## src/rtl/stag_pkg.sv

```systemverilog
package stag_pkg;

  // Screen and span limits
  localparam int SCREEN_WIDTH = 240;
  localparam int MAX_SPAN     = 128;

  // Position wrap
  localparam int X_WRAP  = 512;
  localparam int Y_LIMIT = 160;
  localparam int Y_WRAP  = 256;

  // Tile addressing
  localparam logic [16:0] VRAM_SPRITE_BASE = 17'h10000;
  localparam logic [9:0]  TILE_ROW_MASK    = 10'h3E0;
  localparam logic [9:0]  TILE_COL_MASK    = 10'h01F;
  localparam int          BITMAP_TILE_MIN  = 512;

  // Identity coefficient in 8.8
  localparam logic signed [15:0] COEF_ONE = 16'sh0100;

  // Sprite palettes sit in the upper half
  localparam logic [4:0] PALETTE_OBJ_BASE = 5'h10;

  typedef enum logic [1:0] {
    OBJ_NORMAL     = 2'd0,
    OBJ_SEMI_TRANS = 2'd1,
    OBJ_MASK       = 2'd2,
    OBJ_RESERVED   = 2'd3
  } obj_mode_t;

  typedef enum logic {
    REG_MAPPING_1D = 1'b0,
    REG_BITMAP     = 1'b1
  } reg_index_t;

  typedef struct packed {
    logic [31:0]        attr_low_word;
    logic [15:0]        attr_tile_word;
    logic signed [15:0] coef_pa;
    logic signed [15:0] coef_pb;
    logic signed [15:0] coef_pc;
    logic signed [15:0] coef_pd;
    logic [7:0]         scanline;
    logic [6:0]         pixel_offset;
  } stag_req_t;

  typedef struct packed {
    logic        pixel_valid;
    logic [7:0]  screen_x;
    logic [16:0] tile_address;
    logic [2:0]  texel_column;
    logic [2:0]  texel_row;
    logic        eight_bpp;
    logic [4:0]  palette_bank;
    logic [1:0]  draw_priority;
    logic [1:0]  object_mode;
    logic        last_in_span;
  } stag_rsp_t;

  // Fields reported from the attributes whatever the validity
  typedef struct packed {
    logic       eight_bpp;
    logic [4:0] palette_bank;
    logic [1:0] draw_priority;
    logic [1:0] object_mode;
    logic       last_in_span;
  } stag_attr_t;

  // Sprite geometry carried down the pipe
  typedef struct packed {
    logic       ok;
    logic       fliph;
    logic       flipv;
    logic       is256;
    logic [6:0] width;
    logic [6:0] height;
    logic [9:0] tile;
    logic [7:0] screen_x;
  } stag_geom_t;

  typedef struct packed {
    logic               valid;
    stag_geom_t         geom;
    stag_attr_t         attr;
    logic signed [7:0]  lx;
    logic signed [7:0]  ly;
    logic signed [15:0] pa;
    logic signed [15:0] pb;
    logic signed [15:0] pc;
    logic signed [15:0] pd;
  } stag_s1_t;

  typedef struct packed {
    logic               valid;
    stag_geom_t         geom;
    stag_attr_t         attr;
    logic signed [23:0] pax;
    logic signed [23:0] pby;
    logic signed [23:0] pcx;
    logic signed [23:0] pdy;
  } stag_s2_t;

  typedef struct packed {
    logic       valid;
    stag_geom_t geom;
    stag_attr_t attr;
    logic [5:0] tx;
    logic [5:0] ty;
  } stag_s3_t;

  typedef struct packed {
    logic [6:0] w;
    logic [6:0] h;
  } stag_dims_t;

  // Sprite dimensions by shape and size; prohibited shape has none
  function automatic stag_dims_t stag_dims(input logic [1:0] shape, input logic [1:0] size);
    stag_dims_t d;
    d = '{w: 7'd0, h: 7'd0};
    case ({shape, size})
      4'b0000: d = '{w: 7'd8,  h: 7'd8};
      4'b0001: d = '{w: 7'd16, h: 7'd16};
      4'b0010: d = '{w: 7'd32, h: 7'd32};
      4'b0011: d = '{w: 7'd64, h: 7'd64};
      4'b0100: d = '{w: 7'd16, h: 7'd8};
      4'b0101: d = '{w: 7'd32, h: 7'd8};
      4'b0110: d = '{w: 7'd32, h: 7'd16};
      4'b0111: d = '{w: 7'd64, h: 7'd32};
      4'b1000: d = '{w: 7'd8,  h: 7'd16};
      4'b1001: d = '{w: 7'd8,  h: 7'd32};
      4'b1010: d = '{w: 7'd16, h: 7'd32};
      4'b1011: d = '{w: 7'd32, h: 7'd64};
      default: d = '{w: 7'd0, h: 7'd0};
    endcase
    return d;
  endfunction

endpackage

```

## src/rtl/stag_decode.sv

```systemverilog
module stag_decode (
  input  logic                clk,
  input  logic                rst,
  input  logic                en,
  input  logic                req_valid,
  input  stag_pkg::stag_req_t req,
  output stag_pkg::stag_s1_t  s1
);

  logic [31:0]        a;
  logic               affine;
  logic               dbl;
  logic [1:0]         mode;
  stag_pkg::stag_dims_t dims;
  logic [5:0]         half_w;
  logic [5:0]         half_h;
  logic [6:0]         hw;
  logic [6:0]         hh;
  logic [7:0]         span;
  logic [7:0]         offset8;
  logic signed [10:0] x_s;
  logic signed [9:0]  y_s;
  logic signed [9:0]  cy;
  logic signed [10:0] ly;
  logic signed [10:0] hh_s;
  logic signed [11:0] gx;
  logic signed [8:0]  lx;
  logic               early_ok;
  logic               line_ok;
  logic               screen_ok;
  stag_pkg::stag_s1_t s1_next;

  // Attribute decode, position wrap and centre-relative coordinates
  always_comb begin
    a       = req.attr_low_word;
    affine  = a[8];
    dbl     = a[9];
    mode    = a[11:10];
    dims    = stag_pkg::stag_dims(a[15:14], a[31:30]);
    half_w  = dims.w[6:1];
    half_h  = dims.h[6:1];
    hw      = (affine && dbl) ? {half_w, 1'b0} : {1'b0, half_w};
    hh      = (affine && dbl) ? {half_h, 1'b0} : {1'b0, half_h};
    span    = {hw, 1'b0};
    offset8 = {1'b0, req.pixel_offset};

    x_s = $signed({2'b00, a[24:16]});
    if (x_s >= 11'(stag_pkg::SCREEN_WIDTH)) begin
      x_s = x_s - 11'(stag_pkg::X_WRAP);
    end
    y_s = $signed({2'b00, a[7:0]});
    if (y_s >= 10'(stag_pkg::Y_LIMIT)) begin
      y_s = y_s - 10'(stag_pkg::Y_WRAP);
    end

    cy   = y_s + $signed({3'b000, hh});
    ly   = $signed({3'b000, req.scanline}) - $signed({cy[9], cy});
    hh_s = $signed({4'b0000, hh});
    gx   = $signed({x_s[10], x_s}) + $signed({5'b00000, req.pixel_offset});
    lx   = $signed({2'b00, req.pixel_offset}) - $signed({2'b00, hw});

    early_ok  = !(!affine && dbl) && (mode != stag_pkg::OBJ_RESERVED)
                && (offset8 < span)
                && ({2'b00, req.pixel_offset} < 9'(stag_pkg::MAX_SPAN));
    line_ok   = (ly >= -hh_s) && (ly < hh_s);
    screen_ok = (gx >= 12'sd0) && (gx < 12'(stag_pkg::SCREEN_WIDTH));

    s1_next.valid          = req_valid;
    s1_next.geom.ok        = early_ok && line_ok && screen_ok;
    s1_next.geom.fliph     = !affine && a[28];
    s1_next.geom.flipv     = !affine && a[29];
    s1_next.geom.is256     = a[13];
    s1_next.geom.width     = dims.w;
    s1_next.geom.height    = dims.h;
    s1_next.geom.tile      = req.attr_tile_word[9:0];
    s1_next.geom.screen_x  = gx[7:0];

    s1_next.attr.eight_bpp     = a[13];
    s1_next.attr.palette_bank  = stag_pkg::PALETTE_OBJ_BASE + {1'b0, req.attr_tile_word[15:12]};
    s1_next.attr.draw_priority = req.attr_tile_word[11:10];
    s1_next.attr.object_mode   = (mode == stag_pkg::OBJ_RESERVED) ? stag_pkg::OBJ_NORMAL : mode;
    s1_next.attr.last_in_span  = (hw != 7'd0) && (offset8 == span - 8'd1);

    // Valid pixels keep both offsets within one signed byte
    s1_next.lx = lx[7:0];
    s1_next.ly = ly[7:0];
    s1_next.pa = affine ? req.coef_pa : stag_pkg::COEF_ONE;
    s1_next.pb = affine ? req.coef_pb : 16'sd0;
    s1_next.pc = affine ? req.coef_pc : 16'sd0;
    s1_next.pd = affine ? req.coef_pd : stag_pkg::COEF_ONE;
  end

  // Stage register: valid bit
  always_ff @(posedge clk) begin
    if (rst) begin
      s1.valid <= 1'b0;
    end else if (en) begin
      s1.valid <= s1_next.valid;
    end
  end

  // Stage register: payload
  always_ff @(posedge clk) begin
    if (en) begin
      s1.geom <= s1_next.geom;
      s1.attr <= s1_next.attr;
      s1.lx   <= s1_next.lx;
      s1.ly   <= s1_next.ly;
      s1.pa   <= s1_next.pa;
      s1.pb   <= s1_next.pb;
      s1.pc   <= s1_next.pc;
      s1.pd   <= s1_next.pd;
    end
  end

endmodule

```

## src/rtl/stag_affine.sv

```systemverilog
module stag_affine (
  input  logic               clk,
  input  logic               rst,
  input  logic               en,
  input  stag_pkg::stag_s1_t s1,
  output stag_pkg::stag_s2_t s2
);

  stag_pkg::stag_s2_t s2_next;

  // Four matrix products, 16 by 8 signed
  always_comb begin
    s2_next.valid = s1.valid;
    s2_next.geom  = s1.geom;
    s2_next.attr  = s1.attr;
    s2_next.pax   = 24'(s1.pa) * 24'(s1.lx);
    s2_next.pby   = 24'(s1.pb) * 24'(s1.ly);
    s2_next.pcx   = 24'(s1.pc) * 24'(s1.lx);
    s2_next.pdy   = 24'(s1.pd) * 24'(s1.ly);
  end

  // Stage register: valid bit
  always_ff @(posedge clk) begin
    if (rst) begin
      s2.valid <= 1'b0;
    end else if (en) begin
      s2.valid <= s2_next.valid;
    end
  end

  // Stage register: payload
  always_ff @(posedge clk) begin
    if (en) begin
      s2.geom <= s2_next.geom;
      s2.attr <= s2_next.attr;
      s2.pax  <= s2_next.pax;
      s2.pby  <= s2_next.pby;
      s2.pcx  <= s2_next.pcx;
      s2.pdy  <= s2_next.pdy;
    end
  end

endmodule

```

## src/rtl/stag_texel.sv

```systemverilog
module stag_texel (
  input  logic               clk,
  input  logic               rst,
  input  logic               en,
  input  stag_pkg::stag_s2_t s2,
  output stag_pkg::stag_s3_t s3
);

  logic signed [24:0] sum_x;
  logic signed [24:0] sum_y;
  logic signed [17:0] tx_full;
  logic signed [17:0] ty_full;
  logic               tex_ok;
  logic [6:0]         tx_flip;
  logic [6:0]         ty_flip;
  stag_pkg::stag_s3_t s3_next;

  // Sum, floor shift by 8, recentre, texture bounds and flips
  always_comb begin
    sum_x   = $signed({s2.pax[23], s2.pax}) + $signed({s2.pby[23], s2.pby});
    sum_y   = $signed({s2.pcx[23], s2.pcx}) + $signed({s2.pdy[23], s2.pdy});
    tx_full = $signed({sum_x[24], sum_x[24:8]}) + $signed({12'd0, s2.geom.width[6:1]});
    ty_full = $signed({sum_y[24], sum_y[24:8]}) + $signed({12'd0, s2.geom.height[6:1]});
    tex_ok  = !tx_full[17] && !ty_full[17]
              && (tx_full[16:0] < {10'd0, s2.geom.width})
              && (ty_full[16:0] < {10'd0, s2.geom.height});
    tx_flip = s2.geom.width - {1'b0, tx_full[5:0]} - 7'd1;
    ty_flip = s2.geom.height - {1'b0, ty_full[5:0]} - 7'd1;

    s3_next.valid   = s2.valid;
    s3_next.geom    = s2.geom;
    s3_next.geom.ok = s2.geom.ok && tex_ok;
    s3_next.attr    = s2.attr;
    s3_next.tx      = s2.geom.fliph ? tx_flip[5:0] : tx_full[5:0];
    s3_next.ty      = s2.geom.flipv ? ty_flip[5:0] : ty_full[5:0];
  end

  // Stage register: valid bit
  always_ff @(posedge clk) begin
    if (rst) begin
      s3.valid <= 1'b0;
    end else if (en) begin
      s3.valid <= s3_next.valid;
    end
  end

  // Stage register: payload
  always_ff @(posedge clk) begin
    if (en) begin
      s3.geom <= s3_next.geom;
      s3.attr <= s3_next.attr;
      s3.tx   <= s3_next.tx;
      s3.ty   <= s3_next.ty;
    end
  end

endmodule

```

## src/rtl/stag_tile.sv

```systemverilog
module stag_tile (
  input  logic                clk,
  input  logic                rst,
  input  logic                en,
  input  logic                mapping_one_dimensional,
  input  logic                bitmap_display,
  input  stag_pkg::stag_s3_t  s3,
  output logic                rsp_valid,
  output stag_pkg::stag_rsp_t rsp
);

  logic [2:0]          bx;
  logic [2:0]          by;
  logic [3:0]          bx2;
  logic [4:0]          stride;
  logic [7:0]          row_off;
  logic [9:0]          tnum_1d;
  logic [9:0]          base_lo;
  logic [9:0]          tnum_2d;
  logic [9:0]          tnum;
  logic                ok;
  stag_pkg::stag_rsp_t rsp_next;

  // Tile number for linear or 32-wide mapping, bitmap block, result
  always_comb begin
    bx      = s3.tx[5:3];
    by      = s3.ty[5:3];
    bx2     = s3.geom.is256 ? {bx, 1'b0} : {1'b0, bx};
    stride  = s3.geom.is256 ? s3.geom.width[6:2] : {1'b0, s3.geom.width[6:3]};
    row_off = {5'd0, by} * {3'd0, stride};
    tnum_1d = s3.geom.tile + {2'd0, row_off} + {6'd0, bx2};
    base_lo = s3.geom.is256 ? {s3.geom.tile[9:1], 1'b0} : s3.geom.tile;
    tnum_2d = ((s3.geom.tile + {2'd0, by, 5'd0}) & stag_pkg::TILE_ROW_MASK)
              | ((base_lo + {6'd0, bx2}) & stag_pkg::TILE_COL_MASK);
    tnum    = mapping_one_dimensional ? tnum_1d : tnum_2d;
    ok      = s3.geom.ok
              && !(bitmap_display && ({1'b0, tnum} < 11'(stag_pkg::BITMAP_TILE_MIN)));

    rsp_next.pixel_valid   = ok;
    rsp_next.screen_x      = ok ? s3.geom.screen_x : 8'd0;
    rsp_next.tile_address  = ok ? (stag_pkg::VRAM_SPRITE_BASE + {2'd0, tnum, 5'd0}) : 17'd0;
    rsp_next.texel_column  = ok ? s3.tx[2:0] : 3'd0;
    rsp_next.texel_row     = ok ? s3.ty[2:0] : 3'd0;
    rsp_next.eight_bpp     = s3.attr.eight_bpp;
    rsp_next.palette_bank  = s3.attr.palette_bank;
    rsp_next.draw_priority = s3.attr.draw_priority;
    rsp_next.object_mode   = s3.attr.object_mode;
    rsp_next.last_in_span  = s3.attr.last_in_span;
  end

  // Output register: valid bit
  always_ff @(posedge clk) begin
    if (rst) begin
      rsp_valid <= 1'b0;
    end else if (en) begin
      rsp_valid <= s3.valid;
    end
  end

  // Output register: payload
  always_ff @(posedge clk) begin
    if (en) begin
      rsp <= rsp_next;
    end
  end

endmodule

```

## src/rtl/sprite_texel_address_generator.sv

```systemverilog
// Channel   Handshake              Payload           Role
// req       req_valid / req_stall  stag_req_t        one sprite pixel request
// rsp       rsp_valid / rsp_stall  stag_rsp_t        texel address and attributes
// apb       psel / penable / ...   pwdata / prdata   mapping and bitmap registers
//
// One request per cycle while rsp is not stalled; a result is presented on rsp
// after the decode, multiply and texel stages and the tile/output register.
// Reset clears every stage valid bit and both registers; no sweep after reset.
// A stall on a valid rsp freezes all four stages and stalls req in the same cycle.
module sprite_texel_address_generator (
  input  logic                clk,
  input  logic                rst,
  input  logic                req_valid,
  output logic                req_stall,
  input  stag_pkg::stag_req_t req,
  output logic                rsp_valid,
  input  logic                rsp_stall,
  output stag_pkg::stag_rsp_t rsp,
  input  logic                psel,
  input  logic                penable,
  input  logic                pwrite,
  input  logic [2:0]          paddr,
  input  logic [31:0]         pwdata,
  output logic [31:0]         prdata,
  output logic                pready
);

  logic               mapping_one_dimensional;
  logic               bitmap_display;
  logic               advance;
  logic               cfg_write;
  stag_pkg::reg_index_t cfg_index;
  stag_pkg::stag_s1_t s1;
  stag_pkg::stag_s2_t s2;
  stag_pkg::stag_s3_t s3;

  // Whole pipe moves unless the output register is full and held
  assign advance   = !rsp_valid || !rsp_stall;
  assign req_stall = !advance;

  // Register port
  assign pready    = 1'b1;
  assign cfg_index = stag_pkg::reg_index_t'(paddr[2]);
  assign cfg_write = psel && penable && pwrite && pready;

  always_ff @(posedge clk) begin
    if (rst) begin
      mapping_one_dimensional <= 1'b0;
      bitmap_display          <= 1'b0;
    end else if (cfg_write) begin
      case (cfg_index)
        stag_pkg::REG_MAPPING_1D: mapping_one_dimensional <= pwdata[0];
        stag_pkg::REG_BITMAP:     bitmap_display          <= pwdata[0];
        default: ;
      endcase
    end
  end

  always_comb begin
    case (cfg_index)
      stag_pkg::REG_MAPPING_1D: prdata = {31'd0, mapping_one_dimensional};
      stag_pkg::REG_BITMAP:     prdata = {31'd0, bitmap_display};
      default:                  prdata = 32'd0;
    endcase
  end

  stag_decode u_decode (
    .clk       (clk),
    .rst       (rst),
    .en        (advance),
    .req_valid (req_valid),
    .req       (req),
    .s1        (s1)
  );

  stag_affine u_affine (
    .clk (clk),
    .rst (rst),
    .en  (advance),
    .s1  (s1),
    .s2  (s2)
  );

  stag_texel u_texel (
    .clk (clk),
    .rst (rst),
    .en  (advance),
    .s2  (s2),
    .s3  (s3)
  );

  stag_tile u_tile (
    .clk                     (clk),
    .rst                     (rst),
    .en                      (advance),
    .mapping_one_dimensional (mapping_one_dimensional),
    .bitmap_display          (bitmap_display),
    .s3                      (s3),
    .rsp_valid               (rsp_valid),
    .rsp                     (rsp)
  );

endmodule
```

## config.mk

```make
export PLATFORM = sky130hd
export DESIGN_NAME = sprite_texel_address_generator
export DESIGN_NICKNAME = d
export VERILOG_FILES = /design/src/rtl/stag_pkg.sv /design/src/rtl/stag_decode.sv /design/src/rtl/stag_affine.sv /design/src/rtl/stag_texel.sv /design/src/rtl/stag_tile.sv /design/src/rtl/sprite_texel_address_generator.sv
export SDC_FILE = /design/constraint.sdc
export NUM_CORES = 2
export LEC_CHECK = 0
export BUFFER_PORTS_ARGS = -buffer_cell sky130_fd_sc_hd__buf_2
export CORE_ASPECT_RATIO = 1.25
export CORE_UTILIZATION = 35
export CTS_CLUSTER_DIAMETER = 200
export DETAILED_ROUTE_END_ITERATION = 12
export PLACE_DENSITY = 0.54
export SLEW_MARGIN = 20
export SYNTH_ARGS = -nofsm -noshare
export SYNTH_HDL_FRONTEND = slang
export SYNTH_SLANG_ARGS = --single-unit
```

## constraint.sdc

```tcl
create_clock -name clk -period 9.74 [get_ports clk]
set_input_delay 0.974 -clock clk [delete_from_list [all_inputs] [get_ports clk]]
set_output_delay 0.974 -clock clk [all_outputs]
set_load 0.005 [all_outputs]
```

Word level (Yosys, flattened, before mapping)
Memory sizes are Yosys's and may differ from the RTL's.
Cells that the tools add are included.
Cells by class
  add/sub/neg operators: 22
  $mul: 5
  div/mod/pow operators: 0
  $lt $le $gt $ge: 10
  equality and inequality tests: 3
  shifts and indexed selects: 0
  multiplexer cells: 11
  bitwise operators: 2
  reduce and logical (&&, ||, !) cells: 31
Operators with widths (count)
  multiplier 16 x 8 -> 24 bit: 4
  one-hot mux 32 bit (2 select lines): 1
  adder 24 x 24 -> 25 bit: 2
  adder 17 x 7 -> 18 bit: 2
  less-than comparator 17 x 7 -> 1 bit: 2
  adder 10 x 8 -> 10 bit: 3
  two-way mux 10 bit: 2
  logical AND 1 bit: 19
  adder 17 x 15 -> 17 bit (first input constant): 1
  two-way mux 7 bit: 2
  adder 11 x 8 -> 12 bit: 1
  >= comparator 12 x 1 -> 1 bit (second input constant): 1
  less-than comparator 12 x 9 -> 1 bit (second input constant): 1
  two-way mux 6 bit: 2
  subtractor 6 x 1 -> 6 bit (second input constant): 2
  subtractor 6 bit: 2
  >= comparator 11 bit: 1
  less-than comparator 11 x 8 -> 1 bit: 1
  two-way mux 11 bit: 1
  negator 7 -> 11 bit: 1
  subtractor 9 x 10 -> 11 bit: 1
  subtractor 9 x 10 -> 11 bit (second input constant): 1
  adder 10 x 4 -> 10 bit: 1
  less-than comparator 10 bit (second input constant): 1
  21 further kinds: 29
Storage, ports and cells
  flip-flop bits (word level): 366
  bits in latches: 0
  memory bits (writable): 0
  ROM bits: 128
  input bits: 169
  memories kept: 1
Memories
  (name not given): depth 16, bits a word 8, rd ports 1, clocked after memory_dff 0, write ports 0, line stag_pkg.sv:120  | case ({shape, size})

Logic depth before layout (Yosys ltp)
  depth in word-level cells: 9
  mapped depth: 26

Cells and area by module
From an unflattened synthesis, not the netlist that was laid out.
Unflattened totals
  cell total of the unflattened synthesis: 3718
  area, all modules: 38074.0 um^2
Modules (own cells, without submodules)
  stag_affine: instances 1, cells an instance 2312, area an instance 22833.1 um^2, sequential area each 4314.1 um^2
  stag_decode: instances 1, cells an instance 488, area an instance 6234.7 um^2, sequential area each 3593.4 um^2
  stag_texel: instances 1, cells an instance 648, area an instance 6013.3 um^2, sequential area each 1791.7 um^2
  stag_tile: instances 1, cells an instance 224, area an instance 2632.5 um^2, sequential area each 1131.1 um^2
  sprite_texel_address_generator: instances 1, cells an instance 46, area an instance 360.3 um^2, sequential area each 40.0 um^2

Worst setup path before layout
OpenSTA, ideal clock, no wires.
  kind: in2out
  from: input rsp_stall
  to: output req_stall
  arrival: 9.075 ns
  setup slack: -0.309 ns
  stages: 2
  cell sequence: nand2_1 > inv_1
On the way
  word-level cells in the longest chain between the ends: 3
RTL lines
  from (decl): line sprite_texel_address_generator.sv:17  | input logic rsp_stall,
  logical NOT 1 bit: line sprite_texel_address_generator.sv:38  | assign advance = !rsp_valid || !rsp_stall;
  logical OR 1 bit: line sprite_texel_address_generator.sv:38
  logical NOT 1 bit: line sprite_texel_address_generator.sv:39  | assign req_stall = !advance;
  to (decl): line sprite_texel_address_generator.sv:14  | output logic req_stall,
Every way passes these cells.

==> flow_metrics.tcl <==
set metrics [dict create \
    status "completed" \
    finalCritPeriodShare_pct 64.7 \
    multi_input_area_mm2 0.0222 \
    coreArea_mm2 0.0989 \
    gp_congestion 0.836 \
    place_ws_ns 3.41 \
    synth_top_family_by_area "adder cells" \
    clock_latency_ns 0.60 \
    placed_cell_area_mm2 0.0372 \
    slew_viol_final 0 \
    period_needed_ns 6.30 \
    grt_pass1_wl_um 130000 \
    worstPathRequired_ns 10.08 \
    fillCellCount 9797 \
    setup_tns_ns 0 \
    cts_sinks 341 \
    tightest_slew_ns 1.05 \
    die_h_um 355 \
    avgSynthCellArea_um2 10.5 \
    finish.utilization_pct 39.1 \
    overflow 0 \
    fin_hold_ws_ns 0.402 \
    cts_buffer_depth 3 \
    post_synth_fa_ha_maj_area_fraction_pct 36.1 \
    regArea_mm2 0.0102 \
    synthXorXnorAreaFrac_pct 4.01 \
    ant_nets 0 \
    cp-start-kind "flop" \
    async_reset_ff_share_pct 0 \
    drt-pass1-iter-count 4 \
    drt-initial-drc-count 824 \
    cp-end-kind "flop" \
    setup_viol 0 \
    yosys.area_share.simple_pct 15.7 \
    muxShareOfSynthArea_pct 0.502 \
    numPortBuffers 170 \
    rsz0062_at_grt "false" \
    synth_area_leader_cell "edfxtp_1" \
    post_drt_wl_per_cell_um 16.4 \
    synth_top_area_share_pct 28.8 \
    clkSlewWorstSetupHoldPaths_ns 0.07 \
    hold_violations 0 \
    p_total_mw 13.5 \
    leakage_nw 17.7 \
    power_density_mw_per_mm2 349 \
    max-slew-margin-rel_pct 28.1 \
    grt_pass1_vias 24400 \
    seq_area_frac_synth_pct 29.1 \
    switching_share_pct 45.1 \
    hold_buffers 0 \
    cp_max_fo 26 \
    fin_nets 4412 \
    synth_edf_count 335 \
    peakVddDrop_uv 214 \
    start_util_pct 35.3 \
    clkPwrFrac_pct 12.7 \
    ys_ff_latch 341 \
    ys_types 83 \
    pwr-share-seq_pct 19.0 \
    std_cell_rows 129 \
    drt_wl_total_um 79300 \
    grt_start_max_net_pins 155 \
    cap_violations 0 \
    fin_area_mm2 0.0387 \
    dieArea_mm2 0.101 \
    max_freq_mhz 159 \
    cts-root-buf "clkbuf_16" \
    vias 22800 \
    cp.arrival_ns 6.64 \
    htreeDepth 2 \
    hold_class "flop to flop" \
    numCtsBuffers 43 \
    yosys-top-cells-area "edfxtp_1, fa_1, ha_1, and2_1, inv_1" \
    drcViolationCount 0 \
    netlist_area_mm2 0.0349 \
    post_cts_buffers 0 \
    syn_to_final_growth_pct 10.7 \
    dpl.cell_count 4760 \
    final_cells 4843 \
    synth_ff_type "edfxtp_1" \
    yosys-top-cells-count "inv_1, fa_1, and2_1" \
    ys_warn_count 0 \
    fin_ws_ns 3.44 \
    power_switching_mw 6.08 \
    setup.worst_path.class "flop to flop" \
    drive_gt1_share_pct 8.50 \
    p_int_mw 7.40 \
    synth_compound_area_share_pct 6.72 \
    dpl.hpwl_um 62000 \
    comb_power_share_pct 68.3 \
    netlist_instances 3335 \
    cts.repair.resized 0 \
    cts_tree "yes" \
    skew_ns 0.0280 \
    die_w_um 285 \
    antenna_found_initial 4 \
    routed_via_density 4.70 \
    yosysMostFrequentCell "inv_1" \
    grt_usage_pct 16.2 \
    io_pins 247 \
]
power by group through the flow:
stage               logic [mW]  clock network (mW)  registers [mW]
finish                    9.21                1.71            2.56
global route              10.6                1.82            2.59
CTS                       9.40                1.78            2.57
detailed placement        9.33                   0            2.60
global placement          9.25                   0            2.60
floorplan                 7.16                   0            2.45
layout make-up:
| type | count | share of cell area (%) |
|---|---|---|
| diodes | 4 | 0.0259 |
| clock buffers | 49 | 2.84 |
| clock inverters | 30 | 1.02 |
| inverters | 566 | 5.49 |
| multi-input cells | 2354 | 57.5 |
| flip-flops and latches | 341 | 26.3 |
| well taps | 1310 | 4.24 |
| repair buffers | 189 | 2.60 |
path summary, 6_finish.rpt:
path / slack (ns) / to / startpoint / depth (start not counted)
hold reg to reg: 0.40 / u_affine.s2[115]$_DFFE_PN_ / u_decode.s1[99]$_DFFE_PN_ / 0
hold / removal: 0.40 / u_affine.s2[115]$_DFFE_PN_ / u_decode.s1[99]$_DFFE_PN_ / 0
setup / recovery: 3.44 / u_affine.s2[46]$_DFFE_PN_ / u_decode.s1[79]$_DFFE_PN_ / 20
setup reg to reg: 3.44 / u_affine.s2[46]$_DFFE_PN_ / u_decode.s1[79]$_DFFE_PN_ / 20
per-layer routing:
layer	track usage [%]	vias to the layer above	part of all wire, %
li1	-	11000	-
met1	19.2	11400	41
met2	31.0	302	54
met3	1.79	99	2.6
met4	4.04	2	2.2
met5	0	-	0.016
flip-flops by register name, summed over array words and instances, names as in the netlist:
register and count:
bitmap_display 1, u_tile.rsp_valid 1, u_affine.s2 136, u_tile.rsp 36, u_decode.s1 120, mapping_one_dimensional 1, u_texel.s3 46
critical path, cell delays in order, from the launching register on:
cell       delay (ns)
edfxtp_1         0.34
buf_4            0.37
clkinv_1         0.57
fa_1             0.71
inv_1            0.05
fa_1             0.48
fa_1             0.55
inv_1            0.05
fa_1             0.47
inv_1            0.04
ha_1             0.30
o21ai_0          0.12
a21boi_0         0.16
o21ai_0          0.33
a21oi_1          0.17
o2111ai_1        0.21
nand3_1          0.13
nor4_1           0.35
o31ai_1          0.19
o41ai_1          0.32
xnor2_1          0.10
cells by family (layout without fill, tap and decap cells):
kind of cell    Yosys count  in the layout
fa+ha+maj               748            748
buf+inv                 677            834
flops                   341            341
xor+xnor                160            160
other cells               2             43
compound gates          366            366
mux                      17             17
simple gates           1024           1024
cell usage in the layout, fill, tap and decap left out, drive strengths merged, types with 33 or more instances in the layout:
| cell | synthesis | routed |
|---|---|---|
| inv | 564 | 570 |
| nor3 | 33 | 33 |
| o21ai | 92 | 92 |
| xnor2 | 124 | 124 |
| a21oi | 104 | 104 |
| and2 | 394 | 394 |
| edfxtp | 335 | 335 |
| clkbuf | 68 | 49 |
| xor2 | 36 | 36 |
| nand2 | 236 | 236 |
| fa | 434 | 434 |
| nand3 | 34 | 34 |
| ha | 314 | 314 |
| buf | 43 | 189 |
| nand2b | 77 | 77 |
| a21o | 33 | 33 |
| nor2 | 118 | 118 |
| nor2b | 56 | 56 |
| conb | 2 | 39 |
(Power assumes the default switching activity.)
